## config.mk

```make
export PLATFORM = sky130hd
export DESIGN_NAME = sha256_message_hash_top_flat
export DESIGN_NICKNAME = d
export VERILOG_FILES = /design/src/rtl/sha256_pkg.sv /design/src/rtl/sha256_if.sv /design/src/rtl/sha256_message_hash_top.sv /design/src/flat_wrapper.sv
export SDC_FILE = /design/constraint.sdc
export NUM_CORES = 2
export LEC_CHECK = 0
export BUFFER_PORTS_ARGS = -buffer_cell sky130_fd_sc_hd__buf_2
export CAP_MARGIN = 10
export CORE_MARGIN = 4
export CORE_UTILIZATION = 40
export CTS_CLUSTER_SIZE = 12
export DETAILED_ROUTE_END_ITERATION = 10
export SYNTH_ARGS = -nofsm -noshare
export SYNTH_HDL_FRONTEND = slang
export SYNTH_SLANG_ARGS = --single-unit
export TNS_END_PERCENT = 1
```

## constraint.sdc

```tcl
create_clock -name clk -period 62.3 [get_ports clk]
set_clock_uncertainty 0.05 [all_clocks]
set_input_delay 0 -clock clk [delete_from_list [all_inputs] [get_ports clk]]
set_output_delay 0 -clock clk [all_outputs]
set_load 0.005 [all_outputs]
```

## src/rtl/sha256_pkg.sv

```systemverilog
// SHA-256 hasher package: word width, round constants and initial hash.
// No dependencies; used by the channel interfaces and the top level.
`timescale 1ns / 1ps

package sha256_pkg;

	localparam int WORD_W  = 32;
	localparam int COUNT_W = 3;
	localparam int INDEX_W = 3;

	localparam logic [0:7][WORD_W-1:0] HASH_IV = {
		32'h6a09e667, 32'hbb67ae85, 32'h3c6ef372, 32'ha54ff53a,
		32'h510e527f, 32'h9b05688c, 32'h1f83d9ab, 32'h5be0cd19
	};

	localparam logic [0:63][WORD_W-1:0] ROUND_K = {
		32'h428a2f98, 32'h71374491, 32'hb5c0fbcf, 32'he9b5dba5,
		32'h3956c25b, 32'h59f111f1, 32'h923f82a4, 32'hab1c5ed5,
		32'hd807aa98, 32'h12835b01, 32'h243185be, 32'h550c7dc3,
		32'h72be5d74, 32'h80deb1fe, 32'h9bdc06a7, 32'hc19bf174,
		32'he49b69c1, 32'hefbe4786, 32'h0fc19dc6, 32'h240ca1cc,
		32'h2de92c6f, 32'h4a7484aa, 32'h5cb0a9dc, 32'h76f988da,
		32'h983e5152, 32'ha831c66d, 32'hb00327c8, 32'hbf597fc7,
		32'hc6e00bf3, 32'hd5a79147, 32'h06ca6351, 32'h14292967,
		32'h27b70a85, 32'h2e1b2138, 32'h4d2c6dfc, 32'h53380d13,
		32'h650a7354, 32'h766a0abb, 32'h81c2c92e, 32'h92722c85,
		32'ha2bfe8a1, 32'ha81a664b, 32'hc24b8b70, 32'hc76c51a3,
		32'hd192e819, 32'hd6990624, 32'hf40e3585, 32'h106aa070,
		32'h19a4c116, 32'h1e376c08, 32'h2748774c, 32'h34b0bcb5,
		32'h391c0cb3, 32'h4ed8aa4a, 32'h5b9cca4f, 32'h682e6ff3,
		32'h748f82ee, 32'h78a5636f, 32'h84c87814, 32'h8cc70208,
		32'h90befffa, 32'ha4506ceb, 32'hbef9a3f7, 32'hc67178f2
	};

	function automatic logic [WORD_W-1:0] rotr(input logic [WORD_W-1:0] x, input int n);
		rotr = (x >> n) | (x << (WORD_W - n));
	endfunction

	function automatic logic [WORD_W-1:0] big_sigma0(input logic [WORD_W-1:0] x);
		big_sigma0 = rotr(x, 2) ^ rotr(x, 13) ^ rotr(x, 22);
	endfunction

	function automatic logic [WORD_W-1:0] big_sigma1(input logic [WORD_W-1:0] x);
		big_sigma1 = rotr(x, 6) ^ rotr(x, 11) ^ rotr(x, 25);
	endfunction

	function automatic logic [WORD_W-1:0] small_sigma0(input logic [WORD_W-1:0] x);
		small_sigma0 = rotr(x, 7) ^ rotr(x, 18) ^ (x >> 3);
	endfunction

	function automatic logic [WORD_W-1:0] small_sigma1(input logic [WORD_W-1:0] x);
		small_sigma1 = rotr(x, 17) ^ rotr(x, 19) ^ (x >> 10);
	endfunction

endpackage

```

## src/rtl/sha256_if.sv

```systemverilog
// Valid/ready channel interfaces for the SHA-256 hasher: message in, digest out.
// Depends on sha256_pkg for field widths.
`timescale 1ns / 1ps

interface sha256_in_if;
	logic                             valid;
	logic                             ready;
	logic [sha256_pkg::WORD_W-1:0]    message_word;
	logic [sha256_pkg::COUNT_W-1:0]   byte_count;
	logic                             last_word;

	modport source (output valid, message_word, byte_count, last_word, input ready);
	modport sink   (input valid, message_word, byte_count, last_word, output ready);
endinterface

interface sha256_out_if;
	logic                             valid;
	logic                             ready;
	logic [sha256_pkg::WORD_W-1:0]    digest_word;
	logic [sha256_pkg::INDEX_W-1:0]   digest_index;
	logic                             digest_done;

	modport source (output valid, digest_word, digest_index, digest_done, input ready);
	modport sink   (input valid, digest_word, digest_index, digest_done, output ready);
endinterface

```

## src/rtl/sha256_message_hash_top.sv

```systemverilog
// SHA-256 message hasher top level: padding sequencer, round unit, digest output.
// Depends on sha256_pkg and the channel interfaces in sha256_if.sv.
`timescale 1ns / 1ps

// A message enters one big-endian word per request. When the sixteenth word of a
// block lands, one round unit runs 64 rounds, one per cycle, then ST_HADD adds
// the result into the hash. After the last word the sequencer appends padding
// and the length one word per cycle (with a second compression when the length
// spills into an extra block), then presents the eight digest words in order,
// one per accepted request. The input is not ready from a block's last word
// until its compression is done, nor while padding or the digest is in flight.
// The hash returns to its initial value after the eighth digest word is taken.
module sha256_message_hash_top (
	input  logic         clk,
	input  logic         arst_n,
	sha256_in_if.sink    msg,
	sha256_out_if.source digest
);
	import sha256_pkg::*;

	typedef enum logic [4:0] {
		ST_IDLE  = 5'b00001,
		ST_PAD   = 5'b00010,
		ST_ROUND = 5'b00100,
		ST_HADD  = 5'b01000,
		ST_OUT   = 5'b10000
	} state_t;

	state_t              state_q, state_d;
	logic [3:0]          slot_q;
	logic [5:0]          round_q;
	logic [63:0]         bits_q;
	logic [WORD_W-1:0]   hash_q [8];
	logic [WORD_W-1:0]   var_q [8];
	logic [WORD_W-1:0]   sched_q [16];
	logic [WORD_W-1:0]   first_word_q;
	logic                pend_first_q;
	logic                hi_done_q;
	logic                msg_end_q;
	logic [INDEX_W-1:0]  out_idx_q;

	logic                in_fire, out_fire;
	logic                full_word;
	logic [1:0]          cnt;
	logic [WORD_W-1:0]   keep_mask, pad_word;
	logic                push_en;
	logic [WORD_W-1:0]   push_word;
	logic                block_full;
	logic [WORD_W-1:0]   w_next, t1, t2;

	assign msg.ready    = (state_q == ST_IDLE);
	assign in_fire      = msg.valid && msg.ready;
	assign digest.valid = (state_q == ST_OUT);
	assign out_fire     = digest.valid && digest.ready;

	assign digest.digest_word  = hash_q[out_idx_q];
	assign digest.digest_index = out_idx_q;
	assign digest.digest_done  = (out_idx_q == INDEX_W'(7));

	// counts above four, and short words not marked last, act as full words
	assign full_word = !msg.last_word || (msg.byte_count >= COUNT_W'(4));
	assign cnt       = msg.byte_count[1:0];
	assign keep_mask = ~(32'hFFFF_FFFF >> {cnt, 3'b000});
	assign pad_word  = (msg.message_word & keep_mask) | (32'h8000_0000 >> {cnt, 3'b000});

	// word pushed into the schedule line this cycle
	always_comb begin
		push_en   = 1'b0;
		push_word = msg.message_word;
		case (state_q)
			ST_IDLE: begin
				push_en = in_fire && full_word;
			end
			ST_PAD: begin
				push_en = 1'b1;
				if (pend_first_q) begin
					push_word = first_word_q;
				end else if (hi_done_q) begin
					push_word = bits_q[31:0];
				end else if (slot_q == 4'd14) begin
					push_word = bits_q[63:32];
				end else begin
					push_word = '0;
				end
			end
			default: begin
				push_en = 1'b0;
			end
		endcase
	end

	assign block_full = push_en && (slot_q == 4'd15);

	// message schedule expansion and one compression round
	assign w_next = small_sigma1(sched_q[14]) + sched_q[9] + small_sigma0(sched_q[1]) + sched_q[0];
	assign t1 = var_q[7] + big_sigma1(var_q[4]) + ((var_q[4] & var_q[5]) ^ (~var_q[4] & var_q[6]))
		+ ROUND_K[round_q] + sched_q[0];
	assign t2 = big_sigma0(var_q[0])
		+ ((var_q[0] & var_q[1]) ^ (var_q[0] & var_q[2]) ^ (var_q[1] & var_q[2]));

	always_comb begin
		state_d = state_q;
		case (state_q)
			ST_IDLE: begin
				if (block_full) begin
					state_d = ST_ROUND;
				end else if (in_fire && msg.last_word) begin
					state_d = ST_PAD;
				end
			end
			ST_PAD: begin
				if (block_full) begin
					state_d = ST_ROUND;
				end
			end
			ST_ROUND: begin
				if (round_q == 6'd63) begin
					state_d = ST_HADD;
				end
			end
			ST_HADD: begin
				if (msg_end_q && hi_done_q) begin
					state_d = ST_OUT;
				end else if (msg_end_q) begin
					state_d = ST_PAD;
				end else begin
					state_d = ST_IDLE;
				end
			end
			ST_OUT: begin
				if (out_fire && digest.digest_done) begin
					state_d = ST_IDLE;
				end
			end
			default: begin
				state_d = ST_IDLE;
			end
		endcase
	end

	always_ff @(posedge clk or negedge arst_n) begin
		if (!arst_n) begin
			state_q      <= ST_IDLE;
			slot_q       <= '0;
			round_q      <= '0;
			bits_q       <= '0;
			pend_first_q <= 1'b0;
			hi_done_q    <= 1'b0;
			msg_end_q    <= 1'b0;
			out_idx_q    <= '0;
			for (int i = 0; i < 8; i++) begin
				hash_q[i] <= HASH_IV[i];
			end
		end else begin
			state_q <= state_d;
			if (push_en) begin
				slot_q <= slot_q + 4'd1;
			end
			if (in_fire) begin
				bits_q    <= bits_q + (full_word ? 64'd32 : 64'({cnt, 3'b000}));
				msg_end_q <= msg.last_word;
			end
			if (in_fire && msg.last_word) begin
				pend_first_q <= 1'b1;
			end else if (state_q == ST_PAD) begin
				pend_first_q <= 1'b0;
				if (!pend_first_q && slot_q == 4'd14 && !hi_done_q) begin
					hi_done_q <= 1'b1;
				end
			end
			if (state_q == ST_ROUND) begin
				round_q <= round_q + 6'd1;
			end
			if (state_q == ST_HADD) begin
				for (int i = 0; i < 8; i++) begin
					hash_q[i] <= hash_q[i] + var_q[i];
				end
			end
			if (out_fire) begin
				out_idx_q <= out_idx_q + INDEX_W'(1);
				if (digest.digest_done) begin
					for (int i = 0; i < 8; i++) begin
						hash_q[i] <= HASH_IV[i];
					end
					bits_q    <= '0;
					hi_done_q <= 1'b0;
					msg_end_q <= 1'b0;
				end
			end
		end
	end

	// datapath registers, no reset
	always_ff @(posedge clk) begin
		if (in_fire && msg.last_word) begin
			first_word_q <= full_word ? 32'h8000_0000 : pad_word;
		end
		if (push_en || state_q == ST_ROUND) begin
			for (int i = 0; i < 15; i++) begin
				sched_q[i] <= sched_q[i+1];
			end
			sched_q[15] <= (state_q == ST_ROUND) ? w_next : push_word;
		end
		if (block_full) begin
			for (int i = 0; i < 8; i++) begin
				var_q[i] <= hash_q[i];
			end
		end else if (state_q == ST_ROUND) begin
			var_q[7] <= var_q[6];
			var_q[6] <= var_q[5];
			var_q[5] <= var_q[4];
			var_q[4] <= var_q[3] + t1;
			var_q[3] <= var_q[2];
			var_q[2] <= var_q[1];
			var_q[1] <= var_q[0];
			var_q[0] <= t1 + t2;
		end
	end

	a_no_overlap: assert property (@(posedge clk) disable iff (!arst_n)
		!(msg.ready && digest.valid))
		else $error("input ready while digest is presented");

	a_round_idle: assert property (@(posedge clk) disable iff (!arst_n)
		(state_q != ST_ROUND) |-> (round_q == 6'd0))
		else $error("round counter not at rest outside compression");

	a_slot_wrap: assert property (@(posedge clk) disable iff (!arst_n)
		(state_q == ST_ROUND) |-> (slot_q == 4'd0))
		else $error("compression started on a partial block");

	a_reopen: assert property (@(posedge clk) disable iff (!arst_n)
		(out_fire && digest.digest_done) |=> (msg.ready && bits_q == 64'd0))
		else $error("hasher not rearmed after final digest word");

endmodule

```

## src/flat_wrapper.sv

```systemverilog
// flat-port wrapper written by rule: the top's interface ports become plain ports
module sha256_message_hash_top_flat import sha256_pkg::*;
  (clk, arst_n, msg_valid, msg_message_word, msg_byte_count, msg_last_word, msg_ready, digest_valid, digest_digest_word, digest_digest_index, digest_digest_done, digest_ready);
  sha256_in_if msg_i ();
  sha256_out_if digest_i ();
  input  logic clk;
  input  logic arst_n;
  input wire logic [$bits(msg_i.valid)-1:0] msg_valid;
  input wire logic [$bits(msg_i.message_word)-1:0] msg_message_word;
  input wire logic [$bits(msg_i.byte_count)-1:0] msg_byte_count;
  input wire logic [$bits(msg_i.last_word)-1:0] msg_last_word;
  output wire logic [$bits(msg_i.ready)-1:0] msg_ready;
  output wire logic [$bits(digest_i.valid)-1:0] digest_valid;
  output wire logic [$bits(digest_i.digest_word)-1:0] digest_digest_word;
  output wire logic [$bits(digest_i.digest_index)-1:0] digest_digest_index;
  output wire logic [$bits(digest_i.digest_done)-1:0] digest_digest_done;
  input wire logic [$bits(digest_i.ready)-1:0] digest_ready;
  assign msg_i.valid = msg_valid;
  assign msg_i.message_word = msg_message_word;
  assign msg_i.byte_count = msg_byte_count;
  assign msg_i.last_word = msg_last_word;
  assign msg_ready = msg_i.ready;
  assign digest_valid = digest_i.valid;
  assign digest_digest_word = digest_i.digest_word;
  assign digest_digest_index = digest_i.digest_index;
  assign digest_digest_done = digest_i.digest_done;
  assign digest_i.ready = digest_ready;
  sha256_message_hash_top u_core (.clk(clk), .arst_n(arst_n), .msg(msg_i), .digest(digest_i));
endmodule
```

# [Word level (Yosys, flattened, before mapping)]
# Memory sizes are Yosys's and may differ from the RTL's.
# Index checks and enable logic that the tools add are counted.
[op_classes] n_reduce_logical=16 shifts=2 mux=51 bitwise=40 n_eq_ne=13 n_addsub=22 order_cmp=3
[op_table] op="256-bit 2-to-1 mux" n=3
[op_table] op="32-bit adder" n=18
[op_table] op="32-bit 2-to-1 mux" n=17
[op_table] op="32-bit bitwise XOR" n=9
[op_table] op="32-bit AND" n=6
[op_table] op="64-bit 2-to-1 mux" n=3
[op_table] op="32-bit binary-select mux with 3-bit select" n=1
[op_table] op="64-bit adder" n=1
[op_table] op="32-bit NOT" n=2
[op_table] op="32-bit by 5-bit >> shifter with 32-bit output (first input constant)" n=2
[op_table] op="10-bit by 32-bit OR with 32-bit output" n=1
[op_table] op="13-bit by 32-bit OR with 32-bit output" n=1
[op_table] op="14-bit by 32-bit OR with 32-bit output" n=1
[op_table] op="15-bit by 32-bit OR with 32-bit output" n=1
[op_table] op="19-bit by 32-bit OR with 32-bit output" n=1
[op_table] op="21-bit by 32-bit OR with 32-bit output" n=1
[op_table] op="25-bit by 32-bit OR with 32-bit output" n=1
[op_table] op="26-bit by 32-bit OR with 32-bit output" n=1
[op_table] op="30-bit by 32-bit OR with 32-bit output" n=1
[op_table] op="32-bit OR" n=1
[op_table] op="7-bit by 32-bit OR with 32-bit output" n=1
[op_table] op="32-bit by 22-bit bitwise XOR with 32-bit output" n=1
[op_table] op="32-bit by 29-bit bitwise XOR with 32-bit output" n=1
[op_table] op="5-bit 2-to-1 mux" n=6
[op_table] op="30 further kinds" n=66
[totals] in_bits=40 register_bits=373 rom_bits=2048 ramBits=768 memories=3
[mem_list] name="(no name shown)" depth=64 width=32 read_ports=1 rd_ports_with_merged_regs=0 write_ports=0 line="sha256_message_hash_top.sv:97" source="+ ROUND_K[round_q] + sched_q[0];"
[mem_list] name="u_core.sched_q" depth=16 width=32 read_ports=16 rd_ports_with_merged_regs=0 write_ports=16 line="sha256_message_hash_top.sv:35" source="logic [WORD_W-1:0] sched_q [16];"
[mem_list] name="u_core.var_q" depth=8 width=32 read_ports=8 rd_ports_with_merged_regs=0 write_ports=8 line="sha256_message_hash_top.sv:34" source="logic [WORD_W-1:0] var_q [8];"

# [Depth between registers and ports, before layout]
# An unclocked memory read counts as a cell.
[depth] depth_word=10 mapped_depth=41

# [Least setup slack after synthesis]
# No wires, ideal clock.
[synth_path] path_kind="reg-to-reg" start="register u_core.state_q[0]" end="memory u_core.var_q[0][0] (enable)" stages_incl_launch_ff=8 arrival_ns=19.431 t_required_ns=61.023 period_less_slack_ns=20.708 slack_ns=41.592 setup_ns=1.227 cell_sequence="dfstp_2 > nor2b_1 > and2_1 > clkbuf_1 > nand2_1 > o21ai_1 > nand2_1 > o21ai_0"
[synth_lines] element="start: declaration" line="sha256_message_hash_top.sv:29" source="state_t state_q, state_d;"
[synth_lines] element="start signal: assignment" line="sha256_message_hash_top.sv:155" source="state_q <= state_d;"
[synth_lines] element="end: declaration" line="sha256_message_hash_top.sv:34"

==> results.py <==
metrics = {
    "final_layout": {
        "postLayoutCellArea_mm2": 0.0792,
        "fin_util_pct": 44.9,
        "fill_cells": 16600,
        "nets": 7519,
        "regArea_mm2": 0.0325,
        "layout-drive-gt1-share_pct": 9.39,
        "syn2layout_area_growth_pct": 11.3,
        "multi_input_area_mm2": 0.0365,
    },
    "worst_setup_path": {
        "crit_arrival_ps": 11880,
        "critPathBufInv": 2,
        "slowest_stage": "dfrtp_1",
        "start_kind": "flip-flop",
        "cp-end-kind": "flip-flop",
        "cp_data_required_time_ps": 62820,
        "cpLargestDelayFamily": "compound AO/OA/AOI/OAI gates",
        "max_stage_delay_ps": 870,
        "crit_type": "reg2reg",
        "cp_max_fo": 20,
    },
    "clock_network": {
        "clk_root_buffer_cell": "clkbuf_16",
        "insertion_delay_ps": 820,
        "cts-resized-gates": 0,
        "clock_path_buffers": 3,
        "clock_sinks": 1131,
        "clk_pin_slew_worst_paths_ps": 60,
        "postCtsSetupBuffers": 0,
        "cts_tree": "built",
        "cts_buffers": 135,
        "cts_max_level": 4,
    },
    "yosys": {
        "synth_edf_count": 793,
        "netlist.area_leader.share_pct": 33.5,
        "seq_area_frac_synth_pct": 45.6,
        "syn_area_per_cell_um2": 10.4,
        "yosys_warnings": 0,
        "yosys-top-cells-area": "edfxtp_1 33%, dfrtp_1 7.1%, ha_1 7.0%",
        "synth_fp_nets": 7475,
        "synth_flop_cell": "edfxtp_1",
        "synth_cell_types": 93,
        "synth.cell_area_mm2": 0.0712,
        "ys_async_sr_fraction_pct": 29.9,
        "synth-seq-cells": 1131,
        "yosys.area.top_type": "edfxtp_1",
        "syn_inst": 6839,
    },
    "global_route": {
        "grt_max_degree": 171,
        "grt_overflow": 0,
        "grt_usage_pct": 24.4,
        "grt_pass1_wl_mm": 340,
        "antenna_found_initial": 10,
        "grt_pass1_vias": 52100,
    },
    "timing": {
        "setup_viol": 0,
        "tightest_slew_ps": 1140,
        "relSlewSlack_pct": 23.2,
        "min_period_ps": 11360,
        "fmax_ghz": 0.0880,
        "tns_ps": 0,
        "finalMaxSlewViolations": 0,
        "rsz0062_at_grt": "false",
        "min_period_over_period_pct": 18.2,
        "report.final.hold_viol_count": 0,
        "setup_slack_ps": 50940,
    },
    "placed_design": {
        "dpl-instance-area_mm2": 0.0739,
        "hpwl_mm": 167,
        "globalplace.congestion": 0.958,
        "portBuffers": 77,
        "dpl_worst_slack_ps": 51090,
    },
    "drt": {
        "wl_met2_mm": 103,
        "final_antenna_net_count": 0,
        "vias_per_cell": 5.78,
        "highest_layer": "met5",
        "m1WireLength_mm": 99.6,
        "vias": 53900,
        "routed-wl-met3_mm": 16.2,
        "drt_iter0_drc": 5257,
        "wl_per_cell_um": 24.6,
        "drt-pass1-iter-count": 6,
        "drc": 0,
        "wl_mm": 229,
    },
    "die": {
        "start_util_pct": 40.3,
        "io_pins": 78,
        "die_height_um": 430,
        "row_count": 154,
        "fp.dieW_um": 430,
        "coreArea_mm2": 0.176,
        "die-area_mm2": 0.185,
    },
    "run": {
        "cap_violations": 0,
    },
    "hold_path": {
        "hold_path_class": "in2async",
    },
    "status": {
        "status": "completed",
    },
}
sequential cells by signal, summed over array words and instances (netlist names):
register / cells
u_core.bits_q: 61
u_core.digest.digest_index: 3
u_core.first_word_q: 25
u_core.hash_q: 256
u_core.hi_done_q: 1
u_core.msg_end_q: 1
u_core.pend_first_q: 1
u_core.round_q: 6
u_core.sched_q: 512
u_core.slot_q: 4
u_core.state_q: 5
u_core.var_q: 256
cells by family after synthesis:
family	after synthesis	synth area share, %
AOI/OAI and AO/OA	1647	14.6
xor gates and xnor gates	608	7.48
adders and majority gates	620	12.9
buffers and inverters	619	3.27
DFF	1131	45.6
muxes	154	3.47
and+or+nand+nor	2060	12.7
metrics by stage:
step / instances / hold slack (ps)
after floorplan: 6839 / -346
after global placement: 9002 / 8.88
after detailed placement: 9002 / 29.4
after CTS: 9318 / 3.98
after global routing: 9319 / 72.7
final: 9320 / 46.1
final timing paths:
kind | start | slack, ps | depth (start not counted) | end
worst max-delay path | u_core.round_q[0]$_DFFE_PN0P_ | 50940 | 34 | u_core.var_q[0][30]$_DFFE_PP_
max in group asynchronous | arst_n | 60290 | 4 | u_core.digest.digest_index[0]$_DFFE_PN0P_
worst max register to register | u_core.round_q[0]$_DFFE_PN0P_ | 50940 | 34 | u_core.var_q[0][30]$_DFFE_PP_
worst min register to register | u_core.sched_q[1][124]$_DFFE_PP_ | 350 | 0 | u_core.sched_q[1][92]$_DFFE_PP_
min in group clk | msg_message_word[24] | 50 | 4 | u_core.sched_q[3][120]$_DFFE_PP_
worst min-delay path | arst_n | 50 | 2 | u_core.hash_q[202]$_DFF_PN1_
cell usage after synthesis, types with 16 or more instances:
cell,instances
and3_1,57
nand2b_1,66
nand2_1,1136
a311oi_1,16
o21bai_1,40
mux4_2,70
a221oi_1,23
o211ai_1,117
fa_1,196
or2_2,18
mux2_2,44
mux2i_1,40
nor3_1,81
a21boi_0,16
nor2_1,356
edfxtp_1,793
dfrtp_1,201
maj3_1,24
a21oi_1,501
nor2b_1,59
o31ai_1,21
xor2_1,204
a21o_1,179
buf_1,32
nand4_1,23
a211oi_1,55
nand3_1,122
o21ai_0,397
dfstp_2,137
ha_1,400
and2_1,32
clkbuf_1,287
a31oi_1,43
xnor2_1,404
or3_1,29
nor3b_1,27
o21a_1,52
inv_1,292
cell type report:
type | count | share of cell area (%)
sequential | 1131 | 41.0
clock inverter | 51 | 0.954
inverter | 295 | 1.40
antenna | 2 | 0.00632
tap | 2340 | 3.70
timing repair buffer | 231 | 2.31
clock buffer | 181 | 4.65
multi-input combinational | 5089 | 46.0
routing by layer:
metal,vias up,GRT usage [%]
met5,-,0
met4,6,9.92
met3,375,3.59
met2,2130,38.0
met1,26800,34.1
li1,24500,-
worst register-to-register path, delay by kind of cell (launching register included):
kind            cells  cell delay (ps)
mux                 1              540
compound gates     18             4050
fa+ha+maj           7             3400
buf+inv             2              710
xor+xnor            1              220
simple gates        5             1270
flops               1              870
cells in the final DEF (no fill, tap or decap), types with 76 or more instances in the layout:
| cell type | instances |
|---|---|
| edfxtp_1 | 793 |
| o21ai_0 | 396 |
| clkbuf_16 | 136 |
| nor2_1 | 356 |
| dfstp_2 | 137 |
| nand2_1 | 1136 |
| xnor2_1 | 404 |
| o211ai_1 | 117 |
| xor2_1 | 204 |
| dlygate4sd3_1 | 83 |
| buf_2 | 76 |
| nor3_1 | 81 |
| ha_1 | 400 |
| dfrtp_1 | 195 |
| nand3_1 | 120 |
| fa_1 | 196 |
| inv_1 | 292 |
| a21oi_1 | 501 |
| a21o_1 | 179 |
timing repair:
action                                  in CTS  in global routing
endpoints found under the hold margin      296                  0
endpoints found under the setup margin       0                  0
hold buffers                                84                  0
Power is left out: the tool's default activity adds up to more than one toggle a clock period on the data nets, which glitch-free logic cannot reach.
